==> src/design/rc4ok_pkg.sv <==
`default_nettype none
package rc4ok_pkg;

    localparam int MAX_KEY_BYTES  = 256;
    localparam int DISCARD_BYTES  = 256;
    localparam int PERM_DEPTH     = 256;
    localparam int BYTES_PER_WORD = 4;

    localparam int KCNT_W  = $clog2(MAX_KEY_BYTES + 1);
    localparam int KADDR_W = (MAX_KEY_BYTES > 1) ? $clog2(MAX_KEY_BYTES) : 1;
    localparam int CNT_MAX = (DISCARD_BYTES > BYTES_PER_WORD) ? DISCARD_BYTES : BYTES_PER_WORD;
    localparam int CNT_W   = $clog2(CNT_MAX + 1);

    localparam logic [7:0]  STEP_INC     = 8'd11;
    localparam logic [15:0] PATTERN_STEP = 16'd233;
    localparam logic [7:0]  J_MASK       = 8'h55;

    typedef enum logic [3:0] {
        ST_IDLE,
        ST_KEY_START,
        ST_KEY_RD,
        ST_KEY_RJ,
        ST_KEY_WN,
        ST_KEY_WJ,
        ST_KEY_FIN,
        ST_KEY_SET,
        ST_GEN_RI,
        ST_GEN_RJ,
        ST_GEN_WI,
        ST_GEN_WJ,
        ST_GEN_OUT,
        ST_PUT
    } eng_state_t;

    // one access slot of the permutation RAM per cycle
    typedef struct packed {
        logic       clear;
        logic       we;
        logic [7:0] waddr;
        logic [7:0] wdata;
        logic [7:0] raddr;
    } perm_req_t;

    // 233-step fill pattern: entry n holds 233*(n+1) mod 256
    function automatic logic [7:0] perm_init_value(input logic [7:0] n);
        logic [15:0] p;
        p = (16'(n) + 16'd1) * PATTERN_STEP;
        return p[7:0];
    endfunction

endpackage
`default_nettype wire

==> src/design/rc4ok_perm_ram.sv <==
`default_nettype none
module rc4ok_perm_ram (
    input  wire logic                  aclk,
    input  wire logic                  aresetn,
    input  wire rc4ok_pkg::perm_req_t  req,
    output logic [7:0]                 rdata
);

    logic [7:0] perm_mem [rc4ok_pkg::PERM_DEPTH];
    logic [rc4ok_pkg::PERM_DEPTH-1:0] valid_reg;

    logic [7:0] mem_q_reg;
    logic       rvalid_reg;
    logic [7:0] raddr_reg;
    logic       fwd_reg;
    logic [7:0] fwd_data_reg;

    always_ff @(posedge aclk) begin
        if (req.we) begin
            perm_mem[req.waddr] <= req.wdata;
        end
        mem_q_reg    <= perm_mem[req.raddr];
        rvalid_reg   <= valid_reg[req.raddr];
        raddr_reg    <= req.raddr;
        fwd_data_reg <= req.wdata;
    end

    // entries never written since the last refill read as the fill pattern
    always_ff @(posedge aclk) begin
        if (!aresetn) begin
            valid_reg <= '0;
            fwd_reg   <= 1'b0;
        end else begin
            fwd_reg <= req.we && (req.waddr == req.raddr);
            if (req.clear) begin
                valid_reg <= '0;
            end else if (req.we) begin
                valid_reg[req.waddr] <= 1'b1;
            end
        end
    end

    always_comb begin
        if (fwd_reg) begin
            rdata = fwd_data_reg;
        end else if (rvalid_reg) begin
            rdata = mem_q_reg;
        end else begin
            rdata = rc4ok_pkg::perm_init_value(raddr_reg);
        end
    end

endmodule
`default_nettype wire

==> config.mk <==
export PLATFORM = sky130hd
export DESIGN_NAME = rc4ok_perm_ram
export DESIGN_NICKNAME = d
export VERILOG_FILES = /design/src/design/rc4ok_pkg.sv /design/src/design/rc4ok_perm_ram.sv
export SDC_FILE = /design/constraint.sdc
export NUM_CORES = 2
export LEC_CHECK = 0
export BUFFER_PORTS_ARGS = -buffer_cell sky130_fd_sc_hd__buf_2
export CAP_MARGIN = 30
export CORE_MARGIN = 2
export CORE_UTILIZATION = 49
export CTS_BUF_LIST = sky130_fd_sc_hd__clkbuf_16
export DETAILED_ROUTE_END_ITERATION = 10
export PLACE_DENSITY_LB_ADDON = 0.08
export SYNTH_ARGS = -nofsm -noshare
export SYNTH_HDL_FRONTEND = slang
export SYNTH_SLANG_ARGS = --single-unit
==> constraint.sdc <==
create_clock -name aclk -period 5.5 [get_ports aclk]
set_input_delay 0.825 -clock aclk [delete_from_list [all_inputs] [get_ports aclk]]
set_output_delay 0.825 -clock aclk [all_outputs]
set_load 0.005 [all_outputs]
==> flow_metrics.env <==
export IMPL_dpl_cell_area_sq_um=93700
export IMPL_coreArea_sq_um=183000
export IMPL_synth_edff_count=2048
export IMPL_synth_compound_area_frac=0.0412
export IMPL_async_flop_share=0
export IMPL_dr_wl_met3_microns=14000
export IMPL_drt_iter0_drc=4997
export IMPL_whs_ns=0.327
export IMPL_setup_viol=0
export IMPL_grt_overflow=0
export IMPL_cts_tree="yes"
export IMPL_vias=46780
export IMPL_arrival_ns=4.46
export IMPL_synth_seq_cells=2330
export IMPL_boundaryPins=36
export IMPL_clk_latency_ns=0.88
export IMPL_port_buffers=35
export IMPL_grt_usage=0.260
export IMPL_tns_ns=0
export IMPL_clockBufferDepth=3
export IMPL_power_mw=36.8
export IMPL_root_buffer="clkbuf_16"
export IMPL_final_nets=5105
export IMPL_critPathKind="register to output port"
export IMPL_synthXorXnorAreaFrac=0.00230
export IMPL_die_area_sq_um=187000
export IMPL_drt_pass1_iter_count=8
export IMPL_clk_pin_slew_ns=0.06
export IMPL_synth_cell_type_count=62
export IMPL_synth_fp_nets=4884
export IMPL_slew_viol_final=0
export IMPL_die_x_microns=432
export IMPL_syn_to_final_growth_pct=12.8
export IMPL_synth_warnings=0
export IMPL_yosys_mux_area_fraction=0.142
export IMPL_final_cell_mix="2,048 x edfxtp_1, 741 x nor2_1, 472 x mux4_2"
export IMPL_cp_end_kind="output port"
export IMPL_holdBufCountCts=0
export IMPL_seq_area_frac_synth=0.748
export IMPL_row_count=157
export IMPL_dp_slack_ns=0.844
export IMPL_synthAdderAreaFrac=0.00198
export IMPL_postCtsSetupBuffers=0
export IMPL_synth_top_family_by_area="multiplexers"
export IMPL_syn_avg_cell_area_sq_um=18.5
export IMPL_synth_flop_cell="edfxtp_1"
export IMPL_status="finished clean"
export IMPL_antenna_found_initial=12
export IMPL_cts_sinks=2330
export IMPL_worst_slew_pin_transition_ns=1.17
export IMPL_path_max_fanout=6
export IMPL_startpoint_type="register"
export IMPL_highest_layer="met4"
export IMPL_final_antenna_net_count=0
export IMPL_syn_area_sq_um=89800
export IMPL_viasPerCell=6.10
export IMPL_setup_slack_ns=0.211
export IMPL_drive_gt1_frac=0.219
export IMPL_htreeDepth=4
export IMPL_skew_ns=0.0313
export IMPL_final_common_cell="edfxtp_1"
export IMPL_hpwl_microns=150000
export IMPL_grt_pass1_vias=46305
export IMPL_period_minus_slack_ns=5.29
export IMPL_gp_congestion=0.865
export IMPL_numCtsBuffers=232
export IMPL_die_y_microns=432
export IMPL_grt_max_degree=173
export IMPL_leakage_nw=32.4
export IMPL_synthCells=4843
export IMPL_hold_class="input port to register"
export IMPL_met2_length_microns=119000
export IMPL_powerDensity_nw_per_um2=363
export IMPL_post_drt_wl_per_cell_microns=31.5
export IMPL_vdd_drop_max_mv=0.292
export IMPL_final_hold_violation_count=0
export IMPL_grt_pass1_wl_microns=345000
export IMPL_synthSimpleGateAreaFrac=0.0452
export IMPL_largest_reg_flops=2048
export IMPL_rsz0062_at_grt="false"
export IMPL_wl_met1_microns=101000
export IMPL_stdcell_area_sq_um=101000
export IMPL_max_slew_margin=0.212
export IMPL_cp_required_ns=4.68
export IMPL_start_util=0.492
export IMPL_drc_errors=0
export IMPL_wirelength_microns=242000
export IMPL_period_share=0.962
export IMPL_maxCapViolCount=0
export IMPL_max_freq_mhz=189
[worst paths after layout]
path	cells after the start	to	from	slack (ns)
max	14	rdata[7]	raddr_reg[0]$_DFF_P_	0.21
max reg2reg	8	mem_q_reg[7]$_DFF_P_	perm_mem[209][7]$_DFFE_PP_	2.59
min reg2reg	2	valid_reg[82]$_SDFFE_PP0P_	valid_reg[82]$_SDFFE_PP0P_	0.46
min	1	raddr_reg[3]$_DFF_P_	req[3]	0.33
[Yosys cell counts (all sizes together), types with 29 or more instances]
cell	n	area, sq um
dfxtp	282	5650
o21ba	29	290
clkbuf	142	533
o22ai	41	257
mux4	481	10900
edfxtp	2048	61500
buf	156	1190
a21oi	117	586
nor4	37	231
mux2i	180	1800
o21ai	40	200
o221ai	40	350
nand3	37	185
nor2	745	2800
nand2	58	220
a22oi	166	1250
[metal layers]
| metal | vias up | GRT usage |
|---|---|---|
| li1 | 19903 | - |
| met1 | 24869 | 0.369 |
| met2 | 1673 | 0.422 |
| met3 | 335 | 0.0332 |
| met4 | 0 | 0.0815 |
| met5 | - | 0 |
[report_power, final]
part,total (mW),internal [mW],switching (mW)
Combinational,1.92,0.656,1.26
Sequential,19.3,19.3,0.0489
Clock,15.6,8.85,6.75
[cells by family after synthesis]
group,after synthesis
compound gates,528
fa+ha+maj,13
buf+inv,304
simple gates,975
mux,671
flops,2330
xor+xnor,22
[layout make-up]
class	count	area (sq um)
clock buffers	236	5910
fillers	14137	81300
flip-flops and latches	2330	67100
well taps	2385	2980
clock inverters	210	1640
inverters	6	22.5
repair buffers	285	2570
diodes	2	5.00
multi-input cells	2209	21100
[worst max-delay path: stages (launching register included)]
cell,delay (ns)
dfxtp_4,0.38
inv_1,0.08
ha_1,0.35
xor2_2,0.20
ha_1,0.30
fa_1,0.44
ha_1,0.30
fa_1,0.41
xnor2_2,0.17
xnor2_2,0.14
xnor2_1,0.13
xnor3_1,0.21
o21ai_1,0.06
mux2_2,0.29
buf_2,0.13
[metrics by stage]
stage	util	instances
2_1_floorplan	-	4843
3_3_place_gp	0.512	7181
3_5_place_dp	0.513	7212
4_1_cts	0.554	7658
5_1_grt	0.555	7662
6_report	0.555	7663
[what timing repair did]
action / 4_1_cts / 5_1_grt
gates resized for setup: 1 / 6
endpoints found under the setup margin: 1 / 1
endpoints found under the hold margin: 0 / 0
pin swaps: 0 / 0
Power figures use the tool's default switching activity.
