--- config.mk ---
export PLATFORM = sky130hd
export DESIGN_NAME = rc4ok_key_store
export DESIGN_NICKNAME = d
export VERILOG_FILES = /design/src/design/rc4ok_pkg.sv /design/src/design/rc4ok_key_store.sv
export SDC_FILE = /design/constraint.sdc
export NUM_CORES = 2
export LEC_CHECK = 0
export ABC_AREA = 0
export BUFFER_PORTS_ARGS = -buffer_cell sky130_fd_sc_hd__buf_2
export CORE_AREA = 2 2 520 522
export CTS_BUF_LIST = sky130_fd_sc_hd__clkbuf_2
export CTS_CLUSTER_DIAMETER = 150
export DETAILED_ROUTE_END_ITERATION = 8
export DIE_AREA = 0 0 522 524
export GPL_TIMING_DRIVEN = 0
export PLACE_DENSITY = 0.43
export SYNTH_ARGS = -nofsm -noshare
export SYNTH_HDL_FRONTEND = slang
export SYNTH_SLANG_ARGS = --single-unit
--- constraint.sdc ---
create_clock -name aclk -period 2.35 [get_ports aclk]
set_input_delay 0.47 -clock aclk [delete_from_list [all_inputs] [get_ports aclk]]
set_output_delay 0.47 -clock aclk [all_outputs]
set_load 0.05 [all_outputs]
--- src/design/rc4ok_pkg.sv ---
`default_nettype none
package rc4ok_pkg;

    localparam int MAX_KEY_BYTES  = 256;
    localparam int DISCARD_BYTES  = 256;
    localparam int PERM_DEPTH     = 256;
    localparam int BYTES_PER_WORD = 4;

    localparam int KCNT_W  = $clog2(MAX_KEY_BYTES + 1);
    localparam int KADDR_W = (MAX_KEY_BYTES > 1) ? $clog2(MAX_KEY_BYTES) : 1;
    localparam int CNT_MAX = (DISCARD_BYTES > BYTES_PER_WORD) ? DISCARD_BYTES : BYTES_PER_WORD;
    localparam int CNT_W   = $clog2(CNT_MAX + 1);

    localparam logic [7:0]  STEP_INC     = 8'd11;
    localparam logic [15:0] PATTERN_STEP = 16'd233;
    localparam logic [7:0]  J_MASK       = 8'h55;

    typedef enum logic [3:0] {
        ST_IDLE,
        ST_KEY_START,
        ST_KEY_RD,
        ST_KEY_RJ,
        ST_KEY_WN,
        ST_KEY_WJ,
        ST_KEY_FIN,
        ST_KEY_SET,
        ST_GEN_RI,
        ST_GEN_RJ,
        ST_GEN_WI,
        ST_GEN_WJ,
        ST_GEN_OUT,
        ST_PUT
    } eng_state_t;

    // one access slot of the permutation RAM per cycle
    typedef struct packed {
        logic       clear;
        logic       we;
        logic [7:0] waddr;
        logic [7:0] wdata;
        logic [7:0] raddr;
    } perm_req_t;

    // 233-step fill pattern: entry n holds 233*(n+1) mod 256
    function automatic logic [7:0] perm_init_value(input logic [7:0] n);
        logic [15:0] p;
        p = (16'(n) + 16'd1) * PATTERN_STEP;
        return p[7:0];
    endfunction

endpackage
`default_nettype wire

--- src/design/rc4ok_key_store.sv ---
`default_nettype none
module rc4ok_key_store (
    input  wire logic                          aclk,
    input  wire logic                          aresetn,
    input  wire logic                          wr_valid,
    input  wire logic [7:0]                    wr_byte,
    input  wire logic                          count_clr,
    input  wire logic [rc4ok_pkg::KADDR_W-1:0] rd_addr,
    output logic [7:0]                         rd_data,
    output logic [rc4ok_pkg::KCNT_W-1:0]       count
);

    logic [7:0] key_mem [rc4ok_pkg::MAX_KEY_BYTES];
    logic [rc4ok_pkg::KCNT_W-1:0] count_reg;
    logic [7:0] rd_data_reg;
    logic       wr_en;

    // bytes past the store size are dropped
    assign wr_en = wr_valid &&
                   (count_reg < rc4ok_pkg::KCNT_W'(rc4ok_pkg::MAX_KEY_BYTES));

    always_ff @(posedge aclk) begin
        if (wr_en) begin
            key_mem[count_reg[rc4ok_pkg::KADDR_W-1:0]] <= wr_byte;
        end
        rd_data_reg <= key_mem[rd_addr];
    end

    always_ff @(posedge aclk) begin
        if (!aresetn) begin
            count_reg <= '0;
        end else if (count_clr) begin
            count_reg <= '0;
        end else if (wr_en) begin
            count_reg <= count_reg + rc4ok_pkg::KCNT_W'(1);
        end
    end

    assign rd_data = rd_data_reg;
    assign count   = count_reg;

endmodule
`default_nettype wire

==> results.sh <==
export IMPL_dp_hpwl_um=208000
export IMPL_critical_path_arrival_ps=2550
export IMPL_pre_cts_ws_ps=-3970
export IMPL_setup_violations=190
export IMPL_drive_gt1_frac=0.415
export IMPL_synth_seq_area_share=0.773
export IMPL_synthTopCellsByArea="edfxtp_1 77%, mux4_2 12%, mux2i_1 2.2%, a22oi_1 1.4%, nor2_1 1.3%"
export IMPL_design_area_um2=97400
export IMPL_drc_errors=0
export IMPL_violations="negative setup slack"
export IMPL_path_clk_slew_ps=90
export IMPL_synth_cell_types=59
export IMPL_grt_max_degree=137
export IMPL_avgSynthCellArea_um2=20.8
export IMPL_firstDrtPassIters=5
export IMPL_cts_buffer_depth=4
export IMPL_largest_reg_flops=2048
export IMPL_drt_initial_drc_count=5922
export IMPL_path_max_fanout=2
export IMPL_clk_root_buffer_cell="clkbuf_2"
export IMPL_finClkSkew_ps=217
export IMPL_period_minus_slack_ps=3020
export IMPL_drv_slew=0
export IMPL_cp_slowest_cell="dfxtp_4"
export IMPL_slowest_delay_ps=440
export IMPL_start_kind="register"
export IMPL_critPathKind="reg -> out"
export IMPL_synthTopCellsByCount="2,048 x edfxtp_1, 410 x mux4_2, 287 x nor2_1"
export IMPL_cts_sinks=2065
export IMPL_antenna_found_initial=26
export IMPL_drv_cap=0
export IMPL_dieHeight_um=524
export IMPL_overflow=0
export IMPL_syn_num_nets=3866
export IMPL_routed_wl_um=318000
export IMPL_irDropWorstVdd_mv=0.386
export IMPL_synth_top_area_share=0.769
export IMPL_gp_congestion=0.894
export IMPL_layout_nets=4729
export IMPL_reg2reg_depth=6
export IMPL_cp_top_family="flip-flops"
export IMPL_core_area_um2=267000
export IMPL_slew_headroom=0.0694
export IMPL_crit_buf_inv=1
export IMPL_status="finished, violations left"
export IMPL_power_density_nw_per_um2=750
export IMPL_synth_seq_cells=2065
export IMPL_cts_max_level=6
export IMPL_ant_nets=0
export IMPL_cts_buffers=582
export IMPL_hold_viol_final=0
export IMPL_required_ps=1880
export IMPL_insertion_delay_ps=1980
export IMPL_die_w_um=522
export IMPL_wire_per_inst_um=36.8
export IMPL_period_share=1.28
export IMPL_grt_pass1_wl_um=414000
export IMPL_max_freq_mhz=332
export IMPL_worst_pin_slew_ps=1400
export IMPL_io_pins=37
export IMPL_netlist_area_um2=80000
export IMPL_yosysWarnings=0
export IMPL_cp_depth=1
export IMPL_utilization=0.364
export IMPL_leakage_nw=31.0
export IMPL_start_util=0.299
export IMPL_synth_edf_count=2048
export IMPL_area_growth_pct=21.8
export IMPL_portBuffers=34
export IMPL_rows=190
export IMPL_hp_class="in -> reg"
export IMPL_hold_depth=8
export IMPL_fin_ws_ps=-666
export IMPL_die_area_um2=274000
export IMPL_dpl_cell_area_um2=85500
export IMPL_path_cells="buf_8"
export IMPL_rsz0062_at_grt="true"
export IMPL_grtUsageTotal=0.228
export IMPL_avgViaCountPerCell=5.33
export IMPL_cts_tree="done"
export IMPL_grt_pass1_vias=45272
export IMPL_netlist_instances=3842
export IMPL_synth_top_cell_by_area="edfxtp_1"
export IMPL_synth_most_common_cell="edfxtp_1"
export IMPL_endpoint_kind="primary output"
export IMPL_synthFlopType="edfxtp_1"
export IMPL_async_reset_ff_frac=0
export IMPL_dr_total_vias=46103
==> power breakdown <==
group / internal [mW] / switching [mW] / leakage (nW) / total, mW
Clock: 11.6 / 15.7 / 3.98 / 27.4
Combinational: 1.56 / 3.74 / 8.50 / 5.30
Sequential: 40.4 / 0.0216 / 18.6 / 40.5
==> stage by stage <==
stage | hold slack (ps) | TNS, ps | power, mW | cells
after floorplan | 569 | -37780 | 43.3 | 3842
after global placement | 553 | -9602420 | 46.2 | 7428
after detailed placement | 562 | -3244840 | 46.1 | 7455
after CTS | 2.54 | -881590 | 73.4 | 8502
after global routing | -85.5 | -15050 | 75.5 | 8650
final | 133 | -15570 | 73.1 | 8652
==> placed cells by master, fill, tap and decap left out, types with 31 or more instances in the layout <==
master,n
buf_4,109
buf_6,34
a22oi_1,151
a21oi_1,96
dlygate4sd3_1,35
clkbuf_2,864
clkbuf_1,46
buf_12,129
nor2_4,234
clkinv_1,80
buf_2,46
edfxtp_1,2048
o221ai_1,31
mux2i_1,172
nand2_1,32
mux4_2,411
buf_8,38
==> path summary, 6_finish.rpt <==
check | from | to | slack (ps)
worst max-delay path | count[7] | count[7] | -670
worst min-delay path | rd_addr[7] | rd_data[4] | 130
worst max register to register | key_mem[30][0] | rd_data[0] | -180
worst min register to register | count[0] | count[0] | 560
==> worst register-to-register path, stage by stage (launching register included) <==
cell and delay [ps]:
edfxtp_1 380, mux4_2 460, a22oi_1 330, a21oi_1 110, or3_1 500, nor3_4 410
nor4_4 170
==> cell type report <==
cell class	count	area, µm²
Antenna cell	17	42.5
Buffer	235	1880
Clock buffer	841	4210
Clock inverter	121	1010
Fill cell	25089	170000
Inverter	4	15.0
Multi-Input combinational cell	1534	19500
Sequential cell	2065	61900
Tap cell	3552	4440
Timing Repair Buffer	283	4430
==> layer usage <==
layer  track usage  vias up  part of all wire
met5             0        -          0.000047
met4        0.0921        2             0.042
met3        0.0512      582             0.083
met2         0.358     2483              0.47
met1         0.305    24829              0.41
li1              -    18207                 -
==> logic make-up (layout without fill, tap and decap cells) <==
group | count (synthesis) | after routing | share of synthesized area
DFF | 2065 | 2065 | 0.773
muxes | 601 | 601 | 0.143
and+or+nand+nor | 486 | 486 | 0.0271
AOI/OAI and AO/OA | 436 | 436 | 0.0377
buffers and inverters | 243 | 1484 | 0.0179
xor gates and xnor gates | 7 | 7 | 0.000767
adders and majority gates | 4 | 4 | 0.000626
other | 0 | 17 | 0
==> timing repair <==
action,4_1_cts,5_1_grt
gates cloned,0,1
buffers inserted,46,133
setup endpoints to repair,2075,2074
pin swaps,35,112
hold buffers,39,3
resized for setup,529,382
endpoints found under the hold margin,2699,1
Power figures use the tool's default switching activity.
