### src/design/rc4ok_pkg.sv
`default_nettype none
package rc4ok_pkg;

    localparam int MAX_KEY_BYTES  = 256;
    localparam int DISCARD_BYTES  = 256;
    localparam int PERM_DEPTH     = 256;
    localparam int BYTES_PER_WORD = 4;

    localparam int KCNT_W  = $clog2(MAX_KEY_BYTES + 1);
    localparam int KADDR_W = (MAX_KEY_BYTES > 1) ? $clog2(MAX_KEY_BYTES) : 1;
    localparam int CNT_MAX = (DISCARD_BYTES > BYTES_PER_WORD) ? DISCARD_BYTES : BYTES_PER_WORD;
    localparam int CNT_W   = $clog2(CNT_MAX + 1);

    localparam logic [7:0]  STEP_INC     = 8'd11;
    localparam logic [15:0] PATTERN_STEP = 16'd233;
    localparam logic [7:0]  J_MASK       = 8'h55;

    typedef enum logic [3:0] {
        ST_IDLE,
        ST_KEY_START,
        ST_KEY_RD,
        ST_KEY_RJ,
        ST_KEY_WN,
        ST_KEY_WJ,
        ST_KEY_FIN,
        ST_KEY_SET,
        ST_GEN_RI,
        ST_GEN_RJ,
        ST_GEN_WI,
        ST_GEN_WJ,
        ST_GEN_OUT,
        ST_PUT
    } eng_state_t;

    // one access slot of the permutation RAM per cycle
    typedef struct packed {
        logic       clear;
        logic       we;
        logic [7:0] waddr;
        logic [7:0] wdata;
        logic [7:0] raddr;
    } perm_req_t;

    // 233-step fill pattern: entry n holds 233*(n+1) mod 256
    function automatic logic [7:0] perm_init_value(input logic [7:0] n);
        logic [15:0] p;
        p = (16'(n) + 16'd1) * PATTERN_STEP;
        return p[7:0];
    endfunction

endpackage
`default_nettype wire

### src/design/rc4ok_engine.sv
`default_nettype none
module rc4ok_engine (
    input  wire logic                          aclk,
    input  wire logic                          aresetn,
    input  wire logic                          s_tvalid,
    output logic                               s_tready,
    input  wire logic                          s_kind,
    input  wire logic                          s_last,
    input  wire logic [rc4ok_pkg::KCNT_W-1:0]  key_count,
    input  wire logic [7:0]                    key_rd_data,
    output logic [rc4ok_pkg::KADDR_W-1:0]      key_rd_addr,
    output logic                               key_count_clr,
    output rc4ok_pkg::perm_req_t               perm_req,
    input  wire logic [7:0]                    perm_rdata,
    output logic                               m_tvalid,
    input  wire logic                          m_tready,
    output logic [31:0]                        m_tdata
);

    rc4ok_pkg::eng_state_t state_reg, state_next;

    logic [7:0]  i_reg, i_next;
    logic [31:0] acc_reg, acc_next;
    logic [7:0]  j_reg, j_next;
    logic [7:0]  a_reg, a_next;
    logic [7:0]  b_reg, b_next;
    logic [7:0]  lo_reg, lo_next;
    logic [7:0]  n_reg, n_next;
    logic [rc4ok_pkg::KADDR_W-1:0] kidx_reg, kidx_next;
    logic [rc4ok_pkg::KCNT_W-1:0]  len_reg, len_next;
    logic [rc4ok_pkg::CNT_W-1:0]   cnt_reg, cnt_next;
    logic        gen_reg, gen_next;
    logic [31:0] word_reg, word_next;
    logic        out_valid_reg, out_valid_next;
    logic [31:0] out_data_reg, out_data_next;

    always_ff @(posedge aclk) begin
        if (!aresetn) begin
            state_reg     <= rc4ok_pkg::ST_IDLE;
            i_reg         <= '0;
            acc_reg       <= '0;
            out_valid_reg <= 1'b0;
        end else begin
            state_reg     <= state_next;
            i_reg         <= i_next;
            acc_reg       <= acc_next;
            out_valid_reg <= out_valid_next;
        end
    end

    always_ff @(posedge aclk) begin
        j_reg        <= j_next;
        a_reg        <= a_next;
        b_reg        <= b_next;
        lo_reg       <= lo_next;
        n_reg        <= n_next;
        kidx_reg     <= kidx_next;
        len_reg      <= len_next;
        cnt_reg      <= cnt_next;
        gen_reg      <= gen_next;
        word_reg     <= word_next;
        out_data_reg <= out_data_next;
    end

    always_comb begin
        state_next     = state_reg;
        i_next         = i_reg;
        acc_next       = acc_reg;
        j_next         = j_reg;
        a_next         = a_reg;
        b_next         = b_reg;
        lo_next        = lo_reg;
        n_next         = n_reg;
        kidx_next      = kidx_reg;
        len_next       = len_reg;
        cnt_next       = cnt_reg;
        gen_next       = gen_reg;
        word_next      = word_reg;
        out_data_next  = out_data_reg;
        out_valid_next = out_valid_reg && !m_tready;
        perm_req       = '0;
        key_count_clr  = 1'b0;
        s_tready       = 1'b0;

        case (state_reg)
            rc4ok_pkg::ST_IDLE: begin
                s_tready = 1'b1;
                if (s_tvalid) begin
                    if (s_kind) begin
                        cnt_next   = rc4ok_pkg::CNT_W'(rc4ok_pkg::BYTES_PER_WORD);
                        gen_next   = 1'b1;
                        state_next = rc4ok_pkg::ST_GEN_RI;
                    end else if (s_last) begin
                        state_next = rc4ok_pkg::ST_KEY_START;
                    end
                end
            end
            rc4ok_pkg::ST_KEY_START: begin
                // key count already includes the last byte here, if the store had room for it
                len_next       = (key_count == '0) ? rc4ok_pkg::KCNT_W'(1) : key_count;
                key_count_clr  = 1'b1;
                perm_req.clear = 1'b1;
                n_next         = '0;
                j_next         = '0;
                kidx_next      = '0;
                state_next     = rc4ok_pkg::ST_KEY_RD;
            end
            rc4ok_pkg::ST_KEY_RD: begin
                perm_req.raddr = n_reg;
                state_next     = rc4ok_pkg::ST_KEY_RJ;
            end
            rc4ok_pkg::ST_KEY_RJ: begin
                a_next         = perm_rdata;
                j_next         = j_reg + perm_rdata + key_rd_data;
                perm_req.raddr = j_next;
                state_next     = rc4ok_pkg::ST_KEY_WN;
            end
            rc4ok_pkg::ST_KEY_WN: begin
                perm_req.we    = 1'b1;
                perm_req.waddr = n_reg;
                perm_req.wdata = perm_rdata;
                state_next     = rc4ok_pkg::ST_KEY_WJ;
            end
            rc4ok_pkg::ST_KEY_WJ: begin
                perm_req.we    = 1'b1;
                perm_req.waddr = j_reg;
                perm_req.wdata = a_reg;
                n_next         = n_reg + 8'd1;
                if ((rc4ok_pkg::KCNT_W'(kidx_reg) + rc4ok_pkg::KCNT_W'(1)) == len_reg) begin
                    kidx_next = '0;
                end else begin
                    kidx_next = kidx_reg + rc4ok_pkg::KADDR_W'(1);
                end
                if (n_reg == 8'hFF) begin
                    state_next = rc4ok_pkg::ST_KEY_FIN;
                end else begin
                    // next entry read overlaps this write; the RAM forwards on a match
                    perm_req.raddr = n_next;
                    state_next     = rc4ok_pkg::ST_KEY_RJ;
                end
            end
            rc4ok_pkg::ST_KEY_FIN: begin
                perm_req.raddr = j_reg ^ rc4ok_pkg::J_MASK;
                state_next     = rc4ok_pkg::ST_KEY_SET;
            end
            rc4ok_pkg::ST_KEY_SET: begin
                i_next   = perm_rdata;
                acc_next = '0;
                cnt_next = rc4ok_pkg::CNT_W'(rc4ok_pkg::DISCARD_BYTES);
                gen_next = 1'b0;
                if (rc4ok_pkg::DISCARD_BYTES == 0) begin
                    state_next = rc4ok_pkg::ST_IDLE;
                end else begin
                    state_next = rc4ok_pkg::ST_GEN_RI;
                end
            end
            rc4ok_pkg::ST_GEN_RI: begin
                i_next         = i_reg + rc4ok_pkg::STEP_INC;
                perm_req.raddr = i_next;
                state_next     = rc4ok_pkg::ST_GEN_RJ;
            end
            rc4ok_pkg::ST_GEN_RJ: begin
                a_next         = perm_rdata;
                acc_next       = {acc_reg[30:0], acc_reg[31]} + {24'd0, perm_rdata};
                lo_next        = acc_next[7:0];
                perm_req.raddr = lo_next;
                state_next     = rc4ok_pkg::ST_GEN_WI;
            end
            rc4ok_pkg::ST_GEN_WI: begin
                b_next         = perm_rdata;
                perm_req.we    = 1'b1;
                perm_req.waddr = i_reg;
                perm_req.wdata = perm_rdata;
                state_next     = rc4ok_pkg::ST_GEN_WJ;
            end
            rc4ok_pkg::ST_GEN_WJ: begin
                perm_req.we    = 1'b1;
                perm_req.waddr = lo_reg;
                perm_req.wdata = a_reg;
                perm_req.raddr = a_reg + b_reg;
                state_next     = rc4ok_pkg::ST_GEN_OUT;
            end
            rc4ok_pkg::ST_GEN_OUT: begin
                if (gen_reg) begin
                    word_next = {word_reg[23:0], perm_rdata};
                end
                cnt_next = cnt_reg - rc4ok_pkg::CNT_W'(1);
                if (cnt_reg == rc4ok_pkg::CNT_W'(1)) begin
                    state_next = gen_reg ? rc4ok_pkg::ST_PUT : rc4ok_pkg::ST_IDLE;
                end else begin
                    i_next         = i_reg + rc4ok_pkg::STEP_INC;
                    perm_req.raddr = i_next;
                    state_next     = rc4ok_pkg::ST_GEN_RJ;
                end
            end
            rc4ok_pkg::ST_PUT: begin
                if (!out_valid_reg || m_tready) begin
                    out_valid_next = 1'b1;
                    out_data_next  = word_reg;
                    state_next     = rc4ok_pkg::ST_IDLE;
                end
            end
            default: begin
                state_next = rc4ok_pkg::ST_IDLE;
            end
        endcase
    end

    always_comb begin
        key_rd_addr = kidx_next;
    end

    assign m_tvalid = out_valid_reg;
    assign m_tdata  = out_data_reg;

    a_no_write_idle: assert property (@(posedge aclk) disable iff (!aresetn)
        (state_reg == rc4ok_pkg::ST_IDLE) |-> !perm_req.we)
        else $error("permutation written while idle");

    a_put_loads: assert property (@(posedge aclk) disable iff (!aresetn)
        (state_reg == rc4ok_pkg::ST_PUT && (!out_valid_reg || m_tready)) |=>
        (out_valid_reg && state_reg == rc4ok_pkg::ST_IDLE))
        else $error("finished word not moved to output register");

    a_cnt_live: assert property (@(posedge aclk) disable iff (!aresetn)
        (state_reg == rc4ok_pkg::ST_GEN_OUT) |-> (cnt_reg != '0))
        else $error("byte counter underflow");

    a_len_live: assert property (@(posedge aclk) disable iff (!aresetn)
        (state_reg == rc4ok_pkg::ST_KEY_WJ) |->
        (len_reg != '0 && rc4ok_pkg::KCNT_W'(kidx_reg) < len_reg))
        else $error("key index outside loaded key");

endmodule
`default_nettype wire

### config.mk
export PLATFORM = sky130hd
export DESIGN_NAME = rc4ok_engine
export DESIGN_NICKNAME = d
export VERILOG_FILES = /design/src/design/rc4ok_pkg.sv /design/src/design/rc4ok_engine.sv
export SDC_FILE = /design/constraint.sdc
export NUM_CORES = 1
export LEC_CHECK = 0
export BUFFER_PORTS_ARGS = -buffer_cell sky130_fd_sc_hd__buf_2
export CORE_ASPECT_RATIO = 1.75
export CORE_MARGIN = 1.5
export CORE_UTILIZATION = 60
export CTS_BUF_LIST = sky130_fd_sc_hd__clkbuf_8
export DETAILED_ROUTE_END_ITERATION = 10
export GPL_ROUTABILITY_DRIVEN = 0
export PLACE_DENSITY_LB_ADDON = 0.05
export SETUP_SLACK_MARGIN = 0.4
export SLEW_MARGIN = 20
export SYNTH_ARGS = -nofsm -noshare
export SYNTH_HDL_FRONTEND = slang
export SYNTH_SLANG_ARGS = --single-unit
### constraint.sdc
create_clock -name aclk -period 4.1 [get_ports aclk]
set_clock_uncertainty 0.1 [all_clocks]
set_input_delay 0.205 -clock aclk [delete_from_list [all_inputs] [get_ports aclk]]
set_output_delay 0.205 -clock aclk [all_outputs]
set_load 0.1 [all_outputs]
==> flow_summary.ini, run 1 <==
[run_status]
outcome = finished, final reports clean

[clock_tree]
cts_made_buffers = 17
clockBufferDepth = 2
clk_latency_ns = 0.47
root_buffer = clkbuf_8
cts_max_level = 4
clk_pin_slew_ns = 0.11
cts.sinks = 176
cts_tree = yes

[detailed_routing]
finalWirelength_mm = 24.2
drt_iter0_drc = 611
wl_per_cell_um = 20.4
drtPass1Iterations = 7
viasPerCell = 6.26
vias = 7429
drc = 0
antenna_left = 0

[synthesis]
synth_xor_area_frac = 0.0504
ys_ff_latch = 176
syn_nets = 954
synth.avg_cell_area_um2 = 10.6
synth_compound_area_frac = 0.160
synth-simple-area-share = 0.174
yosys_warnings = 0
synthMuxAreaShare = 0.0161
async_flop_share = 0
syn_area_um2 = 9380
synth_edf_count = 123
ys_types = 79
synth_ff_type = edfxtp_1
synth_top_family_by_area = simple AND/OR/NAND/NOR gates
synth_adder_area_share = 0.0560
ys_seq_area_frac = 0.507
synth_cells = 887

[global_route]
grt_max_degree = 33
grt_overflow = 0
grt_pass1_vias = 7444
grt_pass1_wl_mm = 37.8
antenna_found_initial = 0
grtUsageTotal = 0.296

[floorplanning]
coreArea_um2 = 15300
die_h_um = 168
die_x_um = 97.5
num_rows = 60
fp.dieArea_um2 = 16400
ios = 100
initial_utilization = 0.613

[final_layout]
area_growth_pct = 13.5
insertedDiodeCount = 0
drive_above_1_share = 0.190
nNetsFinal = 1054

[sta]
slew_viol_final = 0
finalHoldViolCount = 0
setup_violations = 0
rsz0062_at_grt = true
worst_slew_pin_slew_ns = 1.06
relSlewSlack = 0.289
min_period_ns = 3.70
tns_ns = 0
period_share = 0.904
fmax_ghz = 0.270

[power]
power_density_nw_per_um2 = 435
peakVddDrop_v = 0.000226
p_leak_nw = 3.93
combPwrFrac = 0.260
seq_power_share = 0.459
netSwitchingPower_mw = 1.78
switching_share = 0.384
internal_power_mw = 2.85
clock_power_share = 0.281
finalPower_mw = 4.63

[critical_path]
startpoint = j_reg[1]
crit_path_end = perm_req[7]
worstSetupStartpointType = flop
crit_fanout = 2
rr_worst_depth = 6
timing.rr.end = acc_reg[29]
path_class = reg2out
end_kind = output port
reg2reg_slack_ns = 1.14
worstPathArrival_ns = 3.40
crit_required_ns = 3.80
reg2reg_from = state_reg[3]

[place]
place_hpwl_mm = 18.1
port_buffers = 99

[run]
max_cap_viol_count = 0

[hold_path]
hold_class = in2reg
==> final cells by class <==
type,instances,area [µm²]
Clock buffer,17,234
Sequential cell,176,4760
Clock inverter,15,211
Multi-Input combinational cell,632,4320
Fill cell,1172,4670
Timing Repair Buffer,129,774
Tap cell,186,233
Inverter,31,116
==> worst min path at each step <==
stage,startpoint,end,slack (ns),cells after the start
after floorplan,perm_rdata[0],a_reg[0],0.20,0
after global placement,key_count[1],len_reg[1],0.30,1
after detailed placement,key_count[3],len_reg[3],0.30,1
after CTS,m_tready,m_tvalid,0.02,3
after global routing,m_tready,m_tvalid,0.04,3
final,m_tready,m_tvalid,0.03,3
==> repair_timing <==
action | 4_1_cts | 5_1_grt
buffers inserted | 2 | 1
hold endpoints to repair | 20 | 0
pin swaps | 2 | 1
gates resized for setup | 10 | 4
setup endpoints to repair | 2 | 11
hold buffers | 13 | 0
==> power groups by stage <==
stage / clock network (mW) / registers (mW) / logic, mW
final: 1.30 / 2.13 / 1.20
after global placement: 0 / 2.16 / 1.11
after CTS: 1.32 / 2.12 / 1.18
after detailed placement: 0 / 2.16 / 1.13
after floorplan: 0 / 2.10 / 0.942
after global routing: 1.38 / 2.14 / 1.28
==> Yosys cell counts, drive strengths merged (6+ instances only) <==
cell type  number  area [µm²]
nor4           12        90.1
mux2i          14         140
a22oi          26         195
clkbuf         29         110
buf            19         115
and2            6        37.5
nand3          27         173
nand2b         10        62.6
xor2           21         184
dfxtp          53        1060
ha             26         325
a21oi          35         175
o21ai          54         289
o211ai         12        95.1
xnor2          33         289
nand2         102         383
nor2b          13        81.3
inv            31         116
a21o            7        52.6
nor2           63         239
and3           20         130
edfxtp        123        3690
a211oi          9        72.6
fa             10         200
nand3b          6        45.0
nor3           18        90.1
o21a            8        60.1
or3            10        67.6
a21boi         12        90.1
==> per-stage QoR <==
step            util  worst slack (ns)  cell area (µm²)  instances  hold WS (ns)
3_5_place_dp   0.653             0.584            10000       1137         0.299
5_1_grt        0.695             0.298            10600       1186        0.0388
3_3_place_gp   0.653             0.636            10000       1137         0.297
2_1_floorplan      -             0.670             9400        887         0.204
6_report       0.695             0.395            10600       1186        0.0335
4_1_cts        0.694             0.397            10600       1184        0.0227
==> per-layer routing <==
metal	global-route usage	part of all wire	up-vias
met5	0	0	-
met4	0.196	0.070	0
met3	0.0506	0.052	83
met2	0.556	0.54	322
met1	0.292	0.34	3547
li1	-	-	3477
==> worst max-delay path, cell delays in order, from the launching register on <==
cell	delay, ns
edfxtp_1	0.42
fa_1	0.45
ha_2	0.22
fa_2	0.35
a21o_1	0.19
a21oi_2	0.17
o21ai_1	0.10
xnor2_1	0.21
o211ai_1	0.13
or4b_4	0.52
buf_12	0.18
==> cells in the final DEF, fill, tap and decap left out, types with 25 or more instances in the layout <==
master	instances
nor2_1	61
ha_1	25
a21oi_1	34
xnor2_1	33
dfxtp_1	52
o21ai_0	43
buf_2	97
inv_1	30
nand2_1	102
edfxtp_1	123
a22oi_1	26
==> cells by family (layout without fill, tap and decap cells) <==
| family | after synthesis | after routing |
|---|---|---|
| muxes | 15 | 15 |
| xor gates and xnor gates | 54 | 54 |
| buffers and inverters | 79 | 192 |
| AOI/OAI and AO/OA | 211 | 211 |
| and+or+nand+nor | 316 | 316 |
| adders and majority gates | 36 | 36 |
| DFF | 176 | 176 |
Note: power is estimated with default switching activity, not from simulation.
==> inputs of run 2 (changes only) <==
==> constraint.sdc (replaced) <==
create_clock -name aclk -period 4.1 [get_ports aclk]
set_clock_uncertainty 0.1 [all_clocks]
set_input_delay 0.82 -clock aclk [delete_from_list [all_inputs] [get_ports aclk]]
set_output_delay 0.82 -clock aclk [all_outputs]
set_load 0.1 [all_outputs]
==> run 2 against run 1 <==
The run now ends with negative setup slack left; flip-flop and latch count is the same; cell count grew 2.0%; sequential power is essentially flat; fmax shrank 17%; worst hold slack gained 0.30 ns; non-clock buffer count grew 24; wire length grew 3.2%; utilization grew 4.0 points; critical endpoint unchanged; largest power group unchanged.
==> flow_summary.ini, run 2 (synthesized netlist as in run 1, its figures left out) <==
[run_status]
outcome = finished with violations
violations = negative setup slack

[sta]
relSlewSlack = 0.385
setup_violations = 3
rsz0062_at_grt = true
slew_viol_final = 0
fmax_ghz = 0.225
worst_slew_pin_slew_ns = 0.922
period_share = 1.09
finalHoldViolCount = 0
min_period_ns = 4.45
layout_setup_ws_ns = -0.350

[final_layout]
fin_area_um2 = 11300
area_growth_pct = 20.1
fin_util = 0.736
insertedDiodeCount = 0
nNetsFinal = 1078
final_cell_mix = edfxtp_1 (123), nand2_1 (100), buf_2 (79)
fillers = 1054
final_common_cell = edfxtp_1
drive_above_1_share = 0.264
fin_cells = 1210

[critical_path]
max_stage_delay_ns = 0.54
rr_worst_depth = 7
reg2reg_from = state_reg[2]
worstSetupStartpointType = input port
crit_fanout = 2
crit_required_ns = 3.18
worstPathArrival_ns = 3.53
reg2reg_slack_ns = 1.21
crit_buf_inv = 2
path_class = in2out
end_kind = output port
timing.rr.end = acc_reg[11]
cp_slowest_cell = or4b_4
crit_chain = buf_6 -> fa_1 -> ha_2 -> fa_2 -> a21o_1 -> a21oi_2 -> o21ai_1 -> xnor2_1 -> o211ai_1 -> or4b_4 -> buf_8
critPathTopFamily = adder cells

[place]
place_hpwl_mm = 18.6
dpl_cell_area_um2 = 10300
place_inst = 1157
port_buffers = 99

[clock_tree]
cts_max_level = 4
cts.sinks = 176
cts_made_buffers = 17
clockBufferDepth = 2
cts_tree = yes
clk_latency_ns = 0.47
root_buffer = clkbuf_8
clk_pin_slew_ns = 0.11
ctsHoldBuffers = 0

[power]
power_density_nw_per_um2 = 430
finalPower_mw = 4.84
p_leak_nw = 4.14
peakVddDrop_v = 0.000277

[hold_path]
whs_path_depth = 0
hold_class = reg2reg
worstHoldStart = word_reg[29]
hold_end = m_tdata[29]

[detailed_routing]
drtPass1Iterations = 5
vias = 7635
wl_per_cell_um = 20.7
drt_iter0_drc = 514
viasPerCell = 6.31
finalWirelength_mm = 25.0
antenna_left = 0
drc = 0

[floorplanning]
ios = 100
coreArea_um2 = 15300
num_rows = 60
die_x_um = 97.5
fp.dieArea_um2 = 16400
initial_utilization = 0.613
die_h_um = 168

[global_route]
grt_pass1_wl_mm = 39.0
antenna_found_initial = 0
grt_pass1_vias = 7757
grt_max_degree = 33
grtUsageTotal = 0.304
grt_overflow = 0

[run]
max_cap_viol_count = 0
run 2: changes by cell type in the layout (fill, tap and decap cells not counted), moves of 6 or more:
| cell | before | now |
|---|---|---|
| buf_4 | 17 | 57 |
| buf_2 | 97 | 79 |
| dlygate4sd3_1 | 13 | 0 |
| dfxtp_1 | 52 | 42 |
| buf_6 | 1 | 8 |
| buf_12 | 1 | 7 |
run 2: routing by layer:
| layer | up-vias | track usage | wire length (µm) |
|---|---|---|---|
| li1 | 3524 | - | - |
| met1 | 3678 | 0.296 | 8270 |
| met2 | 309 | 0.553 | 13200 |
| met3 | 124 | 0.0477 | 1290 |
| met4 | 0 | 0.253 | 2240 |
| met5 | - | 0 | 0 |
run 2: worst max-delay path by stage:
stage,endpoint,cells after the start,startpoint,slack (ns)
after global routing,perm_req[7],10,j_reg[1],-0.41
after global placement,perm_req[7],11,perm_rdata[1],-0.36
after detailed placement,perm_req[7],11,perm_rdata[1],-0.39
after CTS,perm_req[7],11,key_rd_data[1],-0.27
after floorplan,perm_req[3],8,key_rd_data[1],-0.04
final,perm_req[7],11,key_rd_data[1],-0.35
run 2: final cells by class:
type,instances,area [µm²],share of cell area
tap,186,233,0.0207
sequential,176,4780,0.424
multi-input combinational,632,4620,0.410
clock buffer,17,234,0.0208
timing repair buffer,153,1080,0.0955
clock inverter,15,206,0.0183
inverter,31,116,0.0103
run 2: power by group:
part / internal, mW / switching, mW / total, mW
combinational: 0.506 / 0.950 / 1.46
clock: 0.483 / 0.775 / 1.26
sequential: 2.00 / 0.128 / 2.13
total: 2.99 / 1.85 / 4.84
run 2: worst register-to-register path, delay by kind of cell (launching register included):
family	cells	cell delay [ns]
buffers and inverters	2	0.61
and+or+nand+nor	5	1.73
DFF	1	0.41
run 2: through the flow:
stage / TNS, ns / setup WS (ns) / hold slack (ns)
after floorplan: -0.0439 / -0.0439 / 0.300
after global placement: -0.704 / -0.358 / 0.302
after detailed placement: -0.898 / -0.394 / 0.309
after CTS: -0.494 / -0.268 / 0.335
after global routing: -0.844 / -0.412 / 0.337
final: -0.661 / -0.350 / 0.330
run 2: repair_timing:
item,4_1_cts,5_1_grt
gates cloned,0,0
endpoints found under the setup margin,23,18
gates resized for setup,72,17
pin swaps,24,19
buffers inserted,17,4
==> inputs of run 3 (changes only) <==
--- a/config.mk
+++ b/config.mk
@@ -13,7 +13,6 @@
 export DETAILED_ROUTE_END_ITERATION = 10
 export GPL_ROUTABILITY_DRIVEN = 0
 export PLACE_DENSITY_LB_ADDON = 0.05
-export SETUP_SLACK_MARGIN = 0.4
 export SLEW_MARGIN = 20
 export SYNTH_ARGS = -nofsm -noshare
 export SYNTH_HDL_FRONTEND = slang
==> run 3 against run 2 <==
The flow still finishes with violations (negative setup slack); utilization fell by 2.7 points; cell count fell by 1.2%; sequential power barely moved; first-iteration DRC count rose by 1.8%; total power fell by 1.2%; worst hold slack improved by 0.0034 ns; flip-flop and latch count did not move; clock-buffer cell count did not move; die area did not move; setup slack improved by 0.096 ns; register-to-register slack improved by 0.04 ns; critical endpoint is now perm_req[5]; largest power group unchanged.
==> flow_summary.ini, run 3 (synthesized netlist as in run 1, its figures left out) <==
[detailed_routing]
vias = 7538
drt_iter0_drc = 523
antenna_left = 0
viasPerCell = 6.30
wl_per_cell_um = 20.4
finalWirelength_mm = 24.4
drc = 0
drtPass1Iterations = 6

[sta]
slew_viol_final = 0
rsz0062_at_grt = true
relSlewSlack = 0.391
min_period_ns = 4.35
layout_setup_ws_ns = -0.255
setup_violations = 3
fmax_ghz = 0.230
worst_slew_pin_slew_ns = 0.913
finalHoldViolCount = 0
period_share = 1.06
whs_ns = 0.333

[clock_tree]
clk_pin_slew_ns = 0.11
root_buffer = clkbuf_8
cts.sinks = 176
cts_made_buffers = 17
cts_tree = yes
clockBufferDepth = 2
ctsHoldBuffers = 0
clk_latency_ns = 0.47
cts_max_level = 4

[place]
dpl_cell_area_um2 = 10200
place_inst = 1157
pre_cts_ws_ns = -0.401
port_buffers = 99
place_hpwl_mm = 18.3

[hold_path]
hold_class = reg2reg

[critical_path]
end_kind = output port
crit_fanout = 2
path_class = in2out
worstPathArrival_ns = 3.43
crit_required_ns = 3.18
worstSetupStartpointType = input port

[final_layout]
area_growth_pct = 15.7
drive_above_1_share = 0.223
fin_cells = 1196
fillers = 1124
nNetsFinal = 1064
fin_area_um2 = 10900
final_cell_mix = edfxtp_1 (123), nand2_1 (102), buf_2 (88)
final_common_cell = edfxtp_1
insertedDiodeCount = 0

[power]
power_density_nw_per_um2 = 441
p_leak_nw = 4.02
peakVddDrop_v = 0.000223

[global_route]
grtUsageTotal = 0.298
grt_overflow = 0
antenna_found_initial = 0
grt_pass1_wl_mm = 38.2
grt_pass1_vias = 7652
grt_max_degree = 33

[floorplanning]
initial_utilization = 0.613
fp.dieArea_um2 = 16400
coreArea_um2 = 15300
num_rows = 60
ios = 100
die_h_um = 168
die_x_um = 97.5

[run]
max_cap_viol_count = 0

[run_status]
violations = negative setup slack
outcome = finished with violations
==> run 3: cell count changes in the layout (fill, tap and decap cells not counted), moves of 4 or more <==
cell,before,now
dfxtp_1,42,50
buf_6,8,4
buf_2,79,88
buf_4,57,39
dfxtp_4,5,0
==> run 3: what timing repair did <==
| action | 4_1_cts | 5_1_grt |
|---|---|---|
| pin swaps | 10 | 7 |
| buffers inserted | 4 | 4 |
| endpoints found under the setup margin | 9 | 12 |
| gates resized for setup | 17 | 14 |
==> run 3: routing by layer <==
metal | wire (µm) | GRT usage
met5 | 0 | 0
met4 | 1850 | 0.224
met1 | 8610 | 0.300
met3 | 1060 | 0.0469
met2 | 12800 | 0.544
==> run 3: critical path, cell delays in order <==
cell and delay (ns):
buf_6 0.10, fa_1 0.47, ha_2 0.21, fa_2 0.34
a21o_1 0.19, a21oi_2 0.20, xor2_1 0.25, o21ai_1 0.11
a221o_1 0.26, a211o_2 0.30, buf_12 0.17
==> run 3: metrics by stage <==
| stage | TNS (ns) | total power, mW | utilization |
|---|---|---|---|
| after floorplan | -0.0439 | 3.06 | - |
| after global placement | -0.734 | 3.37 | 0.669 |
| after detailed placement | -0.909 | 3.41 | 0.669 |
| after CTS | -0.595 | 4.74 | 0.704 |
| after global routing | -0.992 | 4.96 | 0.709 |
| final | -0.614 | 4.79 | 0.709 |
==> run 3: path summary, 6_finish.rpt <==
kind                  startpoint           to  slack [ns]  depth (start not counted)
setup / recovery  key_rd_data[1]  perm_req[5]       -0.25                         11
hold / removal      word_reg[26]  m_tdata[26]        0.33                          0
setup reg to reg    state_reg[3]   acc_reg[9]        1.25                          6
hold reg to reg     word_reg[26]  m_tdata[26]        0.33                          0
==> run 3: layout make-up <==
cell class / count / area (µm²) / share of cell area
clock buffer: 17 / 234 / 0.0216
clock inverter: 15 / 211 / 0.0195
inverter: 31 / 116 / 0.0107
multi-input combinational: 632 / 4390 / 0.404
sequential: 176 / 4760 / 0.438
tap: 186 / 233 / 0.0214
timing repair buffer: 139 / 913 / 0.0841
==> run 3: report_power, final <==
group          switching (mW)  internal (mW)  total (mW)  leakage, nW
sequential              0.131           2.00        2.13         1.54
combinational           0.896          0.464        1.36         2.25
clock                   0.797          0.496        1.29        0.219
total                    1.82           2.96        4.79         4.02
